File: src/rtl/dprc_ram.sv
// Generic single write port, single read port RAM with registered read.
// No dependencies.
`default_nettype none
module dprc_ram #(
    parameter int WIDTH = 32,
    parameter int DEPTH = 64
) (
    input  wire logic                                     clk,
    input  wire logic                                     we,
    input  wire logic [((DEPTH > 1) ? $clog2(DEPTH) : 1)-1:0] waddr,
    input  wire logic [WIDTH-1:0]                         wdata,
    input  wire logic [((DEPTH > 1) ? $clog2(DEPTH) : 1)-1:0] raddr,
    output logic      [WIDTH-1:0]                         rdata
);
    logic [WIDTH-1:0] mem [DEPTH];

    always_ff @(posedge clk)
    begin
        if (we)
        begin
            mem[waddr] <= wdata;
        end
        rdata <= mem[raddr];
    end
endmodule
`default_nettype wire

File: config.mk
export PLATFORM = sky130hd
export DESIGN_NAME = dprc_ram
export DESIGN_NICKNAME = d
export VERILOG_FILES = /design/src/rtl/dprc_ram.sv
export SDC_FILE = /design/constraint.sdc
export NUM_CORES = 2
export LEC_CHECK = 0
export ABC_AREA = 0
export BUFFER_PORTS_ARGS = -buffer_cell sky130_fd_sc_hd__buf_2
export CORE_ASPECT_RATIO = 0.6
export CORE_MARGIN = 1
export CORE_UTILIZATION = 35
export CTS_CLUSTER_SIZE = 12
export DETAILED_ROUTE_END_ITERATION = 16
export GPL_ROUTABILITY_DRIVEN = 0
export PLACE_DENSITY = 0.49
export SYNTH_ARGS = -nofsm -noshare
export SYNTH_HDL_FRONTEND = slang
export SYNTH_SLANG_ARGS = --single-unit
File: constraint.sdc
create_clock -name clk -period 8.6 [get_ports clk]
set_input_delay 0.43 -clock clk [delete_from_list [all_inputs] [get_ports clk]]
set_output_delay 0.43 -clock clk [all_outputs]
set_load 0.03 [all_outputs]
; ---- After elaboration in Yosys (flattened, before gate mapping)
; Memory sizes are Yosys's and may differ from the RTL's. A register that Yosys moved wholly into a read port is not among the register bits.
; Index checks and enable logic that the tools add are counted.
[classes]
add_sub_neg = 0
mul = 0
div = 0
magnitude_cmp = 0
n_eq_ne = 0
shifts = 0
mux = 2
n_bitwise = 0
n_reduce_logical = 0
[ops]
columns = op, count
row1 = 2-to-1 mux 1 bit, 2
[word_totals]
regBits = 0
latchBits = 0
ramBits = 2048
mem_bits_ro = 0
inputBits = 46
n_memories = 1
[memory_table]
columns = memory, words, word_bits, read_ports, rd_ports_with_merged_regs, wr, line
row1 = mem, 64, 32, 1, 1, 1, 15  ; logic [WIDTH-1:0] mem [DEPTH];

; ---- Depth between registers and ports, before layout
[depth]
ltp_word = 2
mapped_depth = 10
mapped_depth_nobuf = 5

; ---- Worst setup path after synthesis
; OpenSTA, ideal clock, no wires.
[synth_path]
kind = input to register
from = in waddr[3] in the netlist's numbering
to = mem mem[48][0], enable pin
setup_ns = 0.461
arrival_ns = 3.129
required_ns = 8.139
setup_slack_ns = 5.010
cell_stages = 4
n_path_buf = 1
path_cell_list = clkbuf_1 > nor2b_1 > nand4b_1 > nor3_1
[synth_lines]
columns = element, line
row1 = start: declaration, 10  ; input wire logic [((DEPTH > 1) ? $clog2(DEPTH) : 1)-1:0] waddr,
row2 = end: declaration, 15
; No word-level cell before the write port.

==> flow_summary.toml <==
[run_status]
outcome = "finished, violations left"
violated_checks = "design-rule violations"

[grt]
grt_pass1_vias = 36200
grt_overflow = 0
grt_pass1_wl_um = 311000
grt_start_max_net_pins = 105
groute.usage.overall = 0.199
number_of_antenna_violations_at_the_first_check_in_global_routing = 16

[timing]
setup_viol_count_final = 0
tightestPinTransition_ns = 1.42
final.setup.tns_ns = 0
min_period_over_period = 0.377
holdWs_ns = 0.188
unrepaired_setup_endpoints_after_global_routing = "no"
max_clock_freq_ghz = 0.308
finalHoldViolCount = 0
tmin_final_ns = 3.24
final.setup_skew_ns = 0.0251
timing_max_transition_violations_final = 0
max-slew-margin-rel = 0.0526

[setup_path]
worstSetupStartpointType = "input port"
worst-endpoint-required_ns = 9.35
worstPathMaxFanout = 82
rrSetupSlack_ns = 6.31
critical_path_class = "input port to register"
r2r_cells = 5
cp-end-kind = "register"
cp_data_arrival_time_ns = 3.99
rr_startpoint = "mem[15][31]$_DFFE_PP_"
setup.worst_path.start = "raddr[3]"
critPathCapture = "rdata[11]$_DFF_P_"
timing.rr.end = "rdata[31]$_DFF_P_"

[finish]
layout.filler_cells = 19600
area_growth_syn_to_layout_pct = 13.3
final_cells = 6651
fin_nets = 3595
postLayoutCoreUtil = 0.400
final_layout_size_suffix_gt1_frac = 0.281

[clock_network]
cts-buffers-inserted = 202
cts_resized = 0
clock_tree.htree_level_count = 4
clk_pin_slew_ns = 0.06
clock-sinks = 2080
hold_fix_buffer_count_after_cts = 0
cts.root.buffer_cell = "sky130_fd_sc_hd__clkbuf_16"
number_of_setup_buffers_added_after_cts = 0
cts_max_path_buffers = 4
worstSkewPairLatency_ns = 0.85
cts_tree = "yes"

[routing]
ant_nets = 0
drt_pass1_iterations = 11
post_drt_via_cell_ratio = 5.58
route.detailed.drc = 4
avgRoutedWirePerCell_um = 34.0
vias = 37100
detail_route.iter0.violations = 5378
postRouteWirelength_um = 226000

[yosys]
leading_register_cell_type_out_of_synthesis = "sky130_fd_sc_hd__edfxtp_1"
yosys_warnings = 0
yosys.area.top_type_share = 0.783
synth-seq-area-share = 0.791
synth.largest_area_cell = "sky130_fd_sc_hd__edfxtp_1"
ys_top_cells_by_area = "sky130_fd_sc_hd__edfxtp_1, sky130_fd_sc_hd__mux4_2, sky130_fd_sc_hd__mux2i_1, sky130_fd_sc_hd__dfxtp_1, sky130_fd_sc_hd__o22ai_1"
synth_cells = 3324
post_synth_num_cell_types = 34
synthesis.area_um2 = 78500
yosys_register_bits = 2080
yosysMostFrequentCell = "sky130_fd_sc_hd__edfxtp_1"
syn_avg_cell_area_um2 = 23.6
synth_common_cells = "sky130_fd_sc_hd__edfxtp_1, sky130_fd_sc_hd__mux4_2, sky130_fd_sc_hd__nor2_1"
number_of_enable_flip_flop_cells_after_synthesis = 2048
syn_nets = 3370
async_flop_share = 0

[placed_design]
placed_cells = 6337
port-buffer-count = 77
dp.final_hpwl_um = 123000

[hold_path]
hp-class = "input port to register"

[floorplanning]
core_area_um2 = 223000
chipHeight_um = 369
die_area_um2 = 226000
initial_core_util = 0.353
dieWidth_um = 613
num_io_pins = 78
placement_rows = 134

[job]
drv.max_cap_violation_count = 0

[pwr]
pwr_density_cell_nw_per_um2 = 230
power.total_mw = 20.4
ir_drop_mv = 0.140
power.static_leakage_nw = 27.1
-- cells in the final DEF (no fill, tap or decap), types with 4 or more instances in the layout --
cell type and count:
sky130_fd_sc_hd__a41o_1 4, sky130_fd_sc_hd__a311oi_1 8, sky130_fd_sc_hd__o22ai_1 84, sky130_fd_sc_hd__buf_4 116
sky130_fd_sc_hd__nor2b_1 15, sky130_fd_sc_hd__dfxtp_1 32, sky130_fd_sc_hd__a21oi_1 62, sky130_fd_sc_hd__a22oi_1 12
sky130_fd_sc_hd__buf_2 73, sky130_fd_sc_hd__o221ai_1 27, sky130_fd_sc_hd__buf_12 10, sky130_fd_sc_hd__nor2_1 75
sky130_fd_sc_hd__nor2_4 62, sky130_fd_sc_hd__and3_1 4, sky130_fd_sc_hd__o32ai_1 4, sky130_fd_sc_hd__mux2i_1 93
sky130_fd_sc_hd__clkbuf_16 206, sky130_fd_sc_hd__mux4_2 544, sky130_fd_sc_hd__edfxtp_1 2048, sky130_fd_sc_hd__nand2b_1 7
sky130_fd_sc_hd__nand3_1 5, sky130_fd_sc_hd__clkbuf_1 98, sky130_fd_sc_hd__nand2_1 26, sky130_fd_sc_hd__nor3_1 5
sky130_fd_sc_hd__nand3b_1 5
-- area by class of cell --
class / instances / area [um^2] / area share
flip-flops and latches: 2080 / 62100 / 0.699
multi-input cells: 1062 / 16000 / 0.180
clock buffers: 306 / 5550 / 0.0624
well taps: 2992 / 3740 / 0.0421
repair buffers: 203 / 1490 / 0.0168
clock inverters: 5 / 48.8 / 0.000549
diodes: 3 / 7.51 / 0.0000844
-- state kept, by name, indices dropped and copies added, names as in the netlist --
register	count
mem	2048
rdata	32
-- worst max-delay path, cell delays in order --
cell and delay, ns:
sky130_fd_sc_hd__buf_6 0.32, sky130_fd_sc_hd__buf_12 0.47, sky130_fd_sc_hd__nand2b_1 1.14, sky130_fd_sc_hd__o22ai_1 0.14, sky130_fd_sc_hd__nor2_1 0.75, sky130_fd_sc_hd__a21oi_1 0.47
sky130_fd_sc_hd__nor2_1 0.17
-- worst min path at each step --
stage / from / endpoint / slack [ns] / cells past startpoint
6_report: waddr[2] / mem[49][30]$_DFFE_PP_ / 0.19 / 2
5_1_grt: waddr[2] / mem[49][30]$_DFFE_PP_ / 0.16 / 2
4_1_cts: waddr[2] / mem[49][6]$_DFFE_PP_ / 0.13 / 2
3_5_place_dp: mem[13][17]$_DFFE_PP_ / rdata[17]$_DFF_P_ / 0.71 / 4
3_3_place_gp: mem[12][17]$_DFFE_PP_ / rdata[17]$_DFF_P_ / 0.71 / 4
2_1_floorplan: wdata[0] / mem[0][0]$_DFFE_PP_ / 0.53 / 0
-- where the power goes --
part,switching (mW),internal [mW]
clock,3.67,4.39
sequential,0.0491,11.2
combinational,0.730,0.372
-- metal layers --
layer,wire [um],track usage,up-vias
met1,110000,0.325,20600
met4,2660,0.0272,8
met2,94700,0.273,1611
li1,-,-,14700
met3,18800,0.0421,232
met5,67,0,-
-- kinds of logic (layout without fill, tap and decap cells) --
logic type | after synthesis | count (layout) | synth area share
DFF | 2080 | 2080 | 0.791
muxes | 637 | 637 | 0.168
and+or+nand+nor | 223 | 223 | 0.0127
AOI/OAI and AO/OA | 202 | 202 | 0.0167
buffers and inverters | 182 | 514 | 0.0113
other | 0 | 3 | 0
-- per-stage QoR --
step / worst slack (ns) / area, um^2
2_1_floorplan: 5.01 / 78500
3_3_place_gp: 4.50 / 83300
3_5_place_dp: 4.53 / 83300
4_1_cts: 5.42 / 88900
5_1_grt: 5.27 / 88900
6_report: 5.36 / 89000
Power figures use the tool's default switching activity.
