## config.mk

```make
export PLATFORM = sky130hd
export DESIGN_NAME = dprc_cell
export DESIGN_NICKNAME = d
export VERILOG_FILES = /design/src/rtl/dprc_pkg.sv /design/src/rtl/dprc_cell.sv
export SDC_FILE = /design/constraint.sdc
export NUM_CORES = 1
export LEC_CHECK = 0
export BUFFER_PORTS_ARGS = -buffer_cell sky130_fd_sc_hd__buf_2
export CORE_UTILIZATION = 50
export CTS_BUF_LIST = sky130_fd_sc_hd__clkbuf_16
export DETAILED_ROUTE_END_ITERATION = 6
export GPL_ROUTABILITY_DRIVEN = 0
export HOLD_SLACK_MARGIN = 0.05
export PLACE_DENSITY = 0.85
export SLEW_MARGIN = 20
export SYNTH_ARGS = -nofsm -noshare
export SYNTH_HDL_FRONTEND = slang
export SYNTH_SLANG_ARGS = --single-unit
```

## constraint.sdc

```tcl
create_clock -name clk -period 7.1 [get_ports clk]
set_input_delay 0.71 -clock clk [delete_from_list [all_inputs] [get_ports clk]]
set_output_delay 0.71 -clock clk [all_outputs]
set_load 0.01 [all_outputs]
```

## src/rtl/dprc_pkg.sv

```systemverilog
// Shared types and constants of the domain packet rule classifier.
// Depends on nothing; dprc_cell and the core import it.
`default_nettype none
package dprc_pkg;

    localparam int DOMAIN_SLOTS = 64;
    localparam int RULE_SLOTS   = 256;
    localparam int CHUNK        = 16;
    localparam int NCHUNK       = RULE_SLOTS / CHUNK;
    localparam int DIDX_W       = $clog2(DOMAIN_SLOTS);
    localparam int DCNT_W       = $clog2(DOMAIN_SLOTS + 1);
    localparam int RIDX_W       = $clog2(RULE_SLOTS);
    localparam int RCNT_W       = $clog2(RULE_SLOTS + 1);
    localparam int CH_W         = $clog2(NCHUNK);
    localparam int CK_W         = $clog2(CHUNK);

    localparam logic [1:0] ACT_REGISTER = 2'd0;
    localparam logic [1:0] ACT_ADD      = 2'd1;
    localparam logic [1:0] ACT_EVAL     = 2'd2;

    localparam logic [1:0] VERD_ALLOW = 2'd0;
    localparam logic [1:0] VERD_DENY  = 2'd1;
    localparam logic [1:0] VERD_LOG   = 2'd2;
    localparam logic [1:0] VERD_DROP  = 2'd3;

    localparam logic [1:0] DIR_BOTH = 2'd2;

    typedef struct packed {
        logic [1:0]  action;
        logic [6:0]  domain_num;
        logic        isolated;
        logic [7:0]  protocol;
        logic [1:0]  direction;
        logic [1:0]  rule_verdict;
        logic [31:0] source_address;
        logic [31:0] dest_address;
        logic [15:0] source_port;
        logic [15:0] dest_port;
    } item_t;

    typedef struct packed {
        logic [8:0]  new_id;
        logic [1:0]  verdict;
        logic [8:0]  matched_rule;
        logic [31:0] blocked_count;
        logic [31:0] allowed_count;
        logic [31:0] rule_hits;
        logic [63:0] eval_total;
    } result_t;

    typedef struct packed {
        logic [6:0]  dom;
        logic [7:0]  protocol;
        logic [1:0]  direction;
        logic [31:0] src;
        logic [31:0] dst;
        logic [15:0] sport;
        logic [15:0] dport;
    } rule_key_t;

    typedef struct packed {
        logic we;
        logic cmp_en;
    } cell_ctl_t;

endpackage
`default_nettype wire

```

## src/rtl/dprc_cell.sv

```systemverilog
// One rule cell: holds a rule and registers whether a packet key matches it.
// Depends on dprc_pkg.
`default_nettype none
module dprc_cell (
    input  wire logic               clk,
    input  wire dprc_pkg::cell_ctl_t ctl,
    input  wire logic               sel,
    input  wire dprc_pkg::rule_key_t wr_rule,
    input  wire dprc_pkg::rule_key_t key,
    output logic                    match
);
    import dprc_pkg::*;

    rule_key_t rule_reg;
    logic      match_reg;
    logic      hit;

    always_comb
    begin
        hit = (rule_reg.dom == key.dom)
            && (rule_reg.protocol == 8'd0 || rule_reg.protocol == key.protocol)
            && (rule_reg.direction == DIR_BOTH || rule_reg.direction == key.direction)
            && (rule_reg.src == 32'd0 || rule_reg.src == key.src)
            && (rule_reg.dst == 32'd0 || rule_reg.dst == key.dst)
            && (rule_reg.sport == 16'd0 || rule_reg.sport == key.sport)
            && (rule_reg.dport == 16'd0 || rule_reg.dport == key.dport);
    end

    always_ff @(posedge clk)
    begin
        if (ctl.we && sel)
        begin
            rule_reg <= wr_rule;
        end
        if (ctl.cmp_en)
        begin
            match_reg <= hit;
        end
    end

    assign match = match_reg;
endmodule
`default_nettype wire

```

# After elaboration in Yosys (flattened, before gate mapping)
# Cells that the tools add are included.
# W data, S select, Z words.
# classes
reduce_logical	18
n_eq_ne	8
# op_table
operator	count
$eq A32 B32 Y1	2
$logic_not A32 Y1	2
$eq A16 B16 Y1	2
$logic_not A16 Y1	2
$eq A8 B8 Y1	1
$logic_not A8 Y1	1
$eq A7 B7 Y1	1
$logic_and A1 B1 Y1	7
$logic_or A1 B1 Y1	6
$eq A2 B2 Y1	1
$eq A2 B2 Y1 const B	1
# word_totals
wordCells	34
out_inout_bits	1
in_bits	230
regBits	114

# Depth between registers and ports, before layout
# depth
word_depth	8
depth_mapped	5
depth_no_buf	5

# Worst setup path after synthesis
# No wires, ideal clock.
# synth_timing
path_type	in2reg
from	in sel
to	reg rule_reg[0] in the netlist's numbering, enable pin
required_time_ns	6.615
slack_ns	3.307
path_buffers	0
cell_stages	1
setup_ns	0.485
arrival_ns	3.309
path_cell_list	and2_1
# synth_via
elab_chain_len	1
# synth_lines
element	line_no	text
from (decl)	dprc_cell.sv:7	input wire logic sel,
$logic_and A1 B1 Y1	dprc_cell.sv:31	if (ctl.we && sel)
to (signal assigned)	dprc_cell.sv:33	rule_reg <= wr_rule;
to (decl)	dprc_cell.sv:14	rule_key_t rule_reg;
# Every way passes these cells.
# A chain may end at the register's enable or synchronous reset.

# Final worst setup path
# layout_timing
from	in ctl[1] in the netlist's numbering
to	reg rule_reg[86] in the netlist's numbering, enable pin
# layout_via
elab_chain_len	1
# layout_lines
element	line_no	text
from (decl)	dprc_cell.sv:6	input wire dprc_pkg::cell_ctl_t ctl,
$logic_and A1 B1 Y1	dprc_cell.sv:31	
# Every way passes these cells.

==> flow_metrics.tcl <==
set metrics [dict create \
    largest_register_ffs 113 \
    worst-endpoint-required_ns 7.13 \
    grtUsageTotal 0.249 \
    synth_cells 303 \
    r2r-end "match$_DFFE_PP_" \
    worst_pin_slew_ns 0.762 \
    p_int_w 0.00150 \
    die_w_microns 101 \
    p_comb_frac 0.080 \
    crit_fanout 59 \
    reg2reg_depth 5 \
    post_cts_buffers 0 \
    r2r_slack_ns 5.00 \
    cap_violations 0 \
    hold_buffers 0 \
    synth-seq-area-share 0.698 \
    crit_path_start_kind "input port" \
    cp.arrival_ns 2.17 \
    period_minus_slack_ns 2.14 \
    worstPathCellList "buf_2, and2_4, buf_4" \
    die_y_microns 101 \
    hold_path.class "input port to flop" \
    grt_pass1_wl_mm 17.9 \
    firstDrtPassIters 4 \
    drc_errors 0 \
    timing.rr.start "rule_reg[102]$_DFFE_PP_" \
    ioPinCount 231 \
    grt_pass1_vias 3750 \
    antenna_left 0 \
    wl_met1_mm 4.47 \
    worst_setup_path_end_kind "flop" \
    port_buffers 230 \
    finish.net_count 783 \
    hpwl_mm 9.49 \
    ys_ff_latch 114 \
    rows 35 \
    syn-num-nets 533 \
    pwr-share-seq 0.437 \
    wl_per_cell_microns 17.9 \
    holdCritStartpoint "wr_rule[84]" \
    viasPerCell 5.12 \
    holdPathEnd "rule_reg[84]$_DFFE_PP_" \
    p_sw_w 0.000398 \
    cts.sinks 114 \
    dpl_cell_area_sq_um 6230 \
    fillers 643 \
    design_area_sq_um 6870 \
    power_density_nw_per_um2 276 \
    clock_power_share 0.483 \
    clk_pin_slew_worst_paths_ns 0.06 \
    rsz0062_at_grt "no" \
    cpPeakStageDelay_ns 0.68 \
    wl_met2_mm 6.73 \
    skew_ns 0.0116 \
    cts_max_path_buffers 2 \
    insertion_delay_ns 0.40 \
    dieArea_sq_um 10200 \
    h-tree-depth 4 \
    fin_tns_setup_ns 0 \
    cts.repair.resized 0 \
    area_growth_pct 40.0 \
    wl_met3_microns 975 \
    whs_path_depth 1 \
    grt_remaining_overflow 0 \
    initial_core_util 0.524 \
    grt_max_degree 60 \
    avgSynthCellArea_sq_um 16.2 \
    timing_hold_violations_final 0 \
    via_count 3555 \
    timing.hold.ws_ns 0.478 \
    irDropWorstVdd_v 0.000239 \
    netlist_area_sq_um 4910 \
    critPathKind "input port to flop" \
    coreArea_sq_um 9370 \
    numCtsBuffers 17 \
    leakage_nw 2.82 \
    fmax_mhz 466 \
    fin_crit_sh 0.302 \
    ys_types 16 \
    cts_tree "done" \
    root_buffer "clkbuf_16" \
    power_w 0.00189 \
    crit_slowest_cell "buf_4" \
    antenna_found_initial 0 \
    setup_viol 0 \
    cp-startpoint "ctl[1]" \
    outcome "complete, no violations" \
    max-slew-margin-rel 0.492 \
    swShare 0.210 \
    wirelength_mm 12.5 \
    ys_warn_count 0 \
    diodes 0 \
    top_layer_used "met4" \
    drt_iter0_markers 127 \
    drv_slew 0 \
    drive_above_1_share 0.468 \
]
## power groups by stage
stage	logic, W	clock network, W	registers (W)
2_1_floorplan	0.0000644	0	0.000833
3_3_place_gp	0.000143	0	0.000837
3_5_place_dp	0.000149	0	0.000840
4_1_cts	0.000152	0.000929	0.000827
5_1_grt	0.000164	0.000958	0.000831
6_report	0.000151	0.000916	0.000827
## cells by family after synthesis
group | synth area share
flops | 0.698
compound gates | 0.00969
xor+xnor | 0.198
simple gates | 0.0931
buf+inv | 0.00153
## synth_stat cells, drive strengths merged
cell / number / area share
nand4: 13 / 0.017
a2111oi: 1 / 0.0018
nor4: 53 / 0.073
nand2: 1 / 0.00076
edfxtp: 114 / 0.70
and2: 1 / 0.0013
o2bb2ai: 1 / 0.0018
xor2: 108 / 0.19
and4: 1 / 0.0018
xnor2: 3 / 0.0054
o22ai: 2 / 0.0025
inv: 2 / 0.0015
a22oi: 1 / 0.0015
o21ai: 1 / 0.0010
a21oi: 1 / 0.0010
## cell usage in the layout (no fill, tap or decap), types with 2 or more instances in the layout
cell	n
clkinv_1	2
xnor2_1	3
nand4_1	13
inv_1	3
edfxtp_1	114
nor4_2	4
o22ai_1	2
xor2_1	108
nor4_1	49
bufinv_16	5
inv_6	2
clkinv_2	2
buf_2	230
clkinv_4	2
clkbuf_16	17
## metrics by stage
stage                     setup slack (ns)   util  std cells
after floorplan                       3.31      -        303
after global placement                4.62  0.665        663
after detailed placement              4.56  0.665        663
after CTS                             4.96  0.733        695
after global routing                  4.74  0.733        695
final                                 4.96  0.733        695
## area by class of cell
class	count	area (sq um)	area share
clock buffer	17	425	0.0619
clock inverter	15	214	0.0311
inverter	2	7.51	0.00109
multi-input combinational	187	1480	0.215
sequential	114	3420	0.498
tap	129	161	0.0235
timing repair buffer	231	1160	0.169
## how the worst max path moves through the flow
stage / endpoint
6_report: rule_reg[86]$_DFFE_PP_
5_1_grt: match$_DFFE_PP_
4_1_cts: match$_DFFE_PP_
3_5_place_dp: rule_reg[110]$_DFFE_PP_
3_3_place_gp: rule_reg[111]$_DFFE_PP_
2_1_floorplan: rule_reg[0]$_DFFE_PP_
## critical path, delay by kind of cell
kind / cells / cell delay [ns]
buffers and inverters: 2 / 0.76
AND/OR/NAND/NOR: 1 / 0.62
## layer usage
| layer | GRT usage | vias to the layer above |
|---|---|---|
| li1 | - | 1687 |
| met3 | 0.0687 | 20 |
| met4 | 0.119 | 0 |
| met2 | 0.463 | 191 |
| met1 | 0.257 | 1657 |
| met5 | 0 | - |
Note: power is estimated with default switching activity, not from simulation.
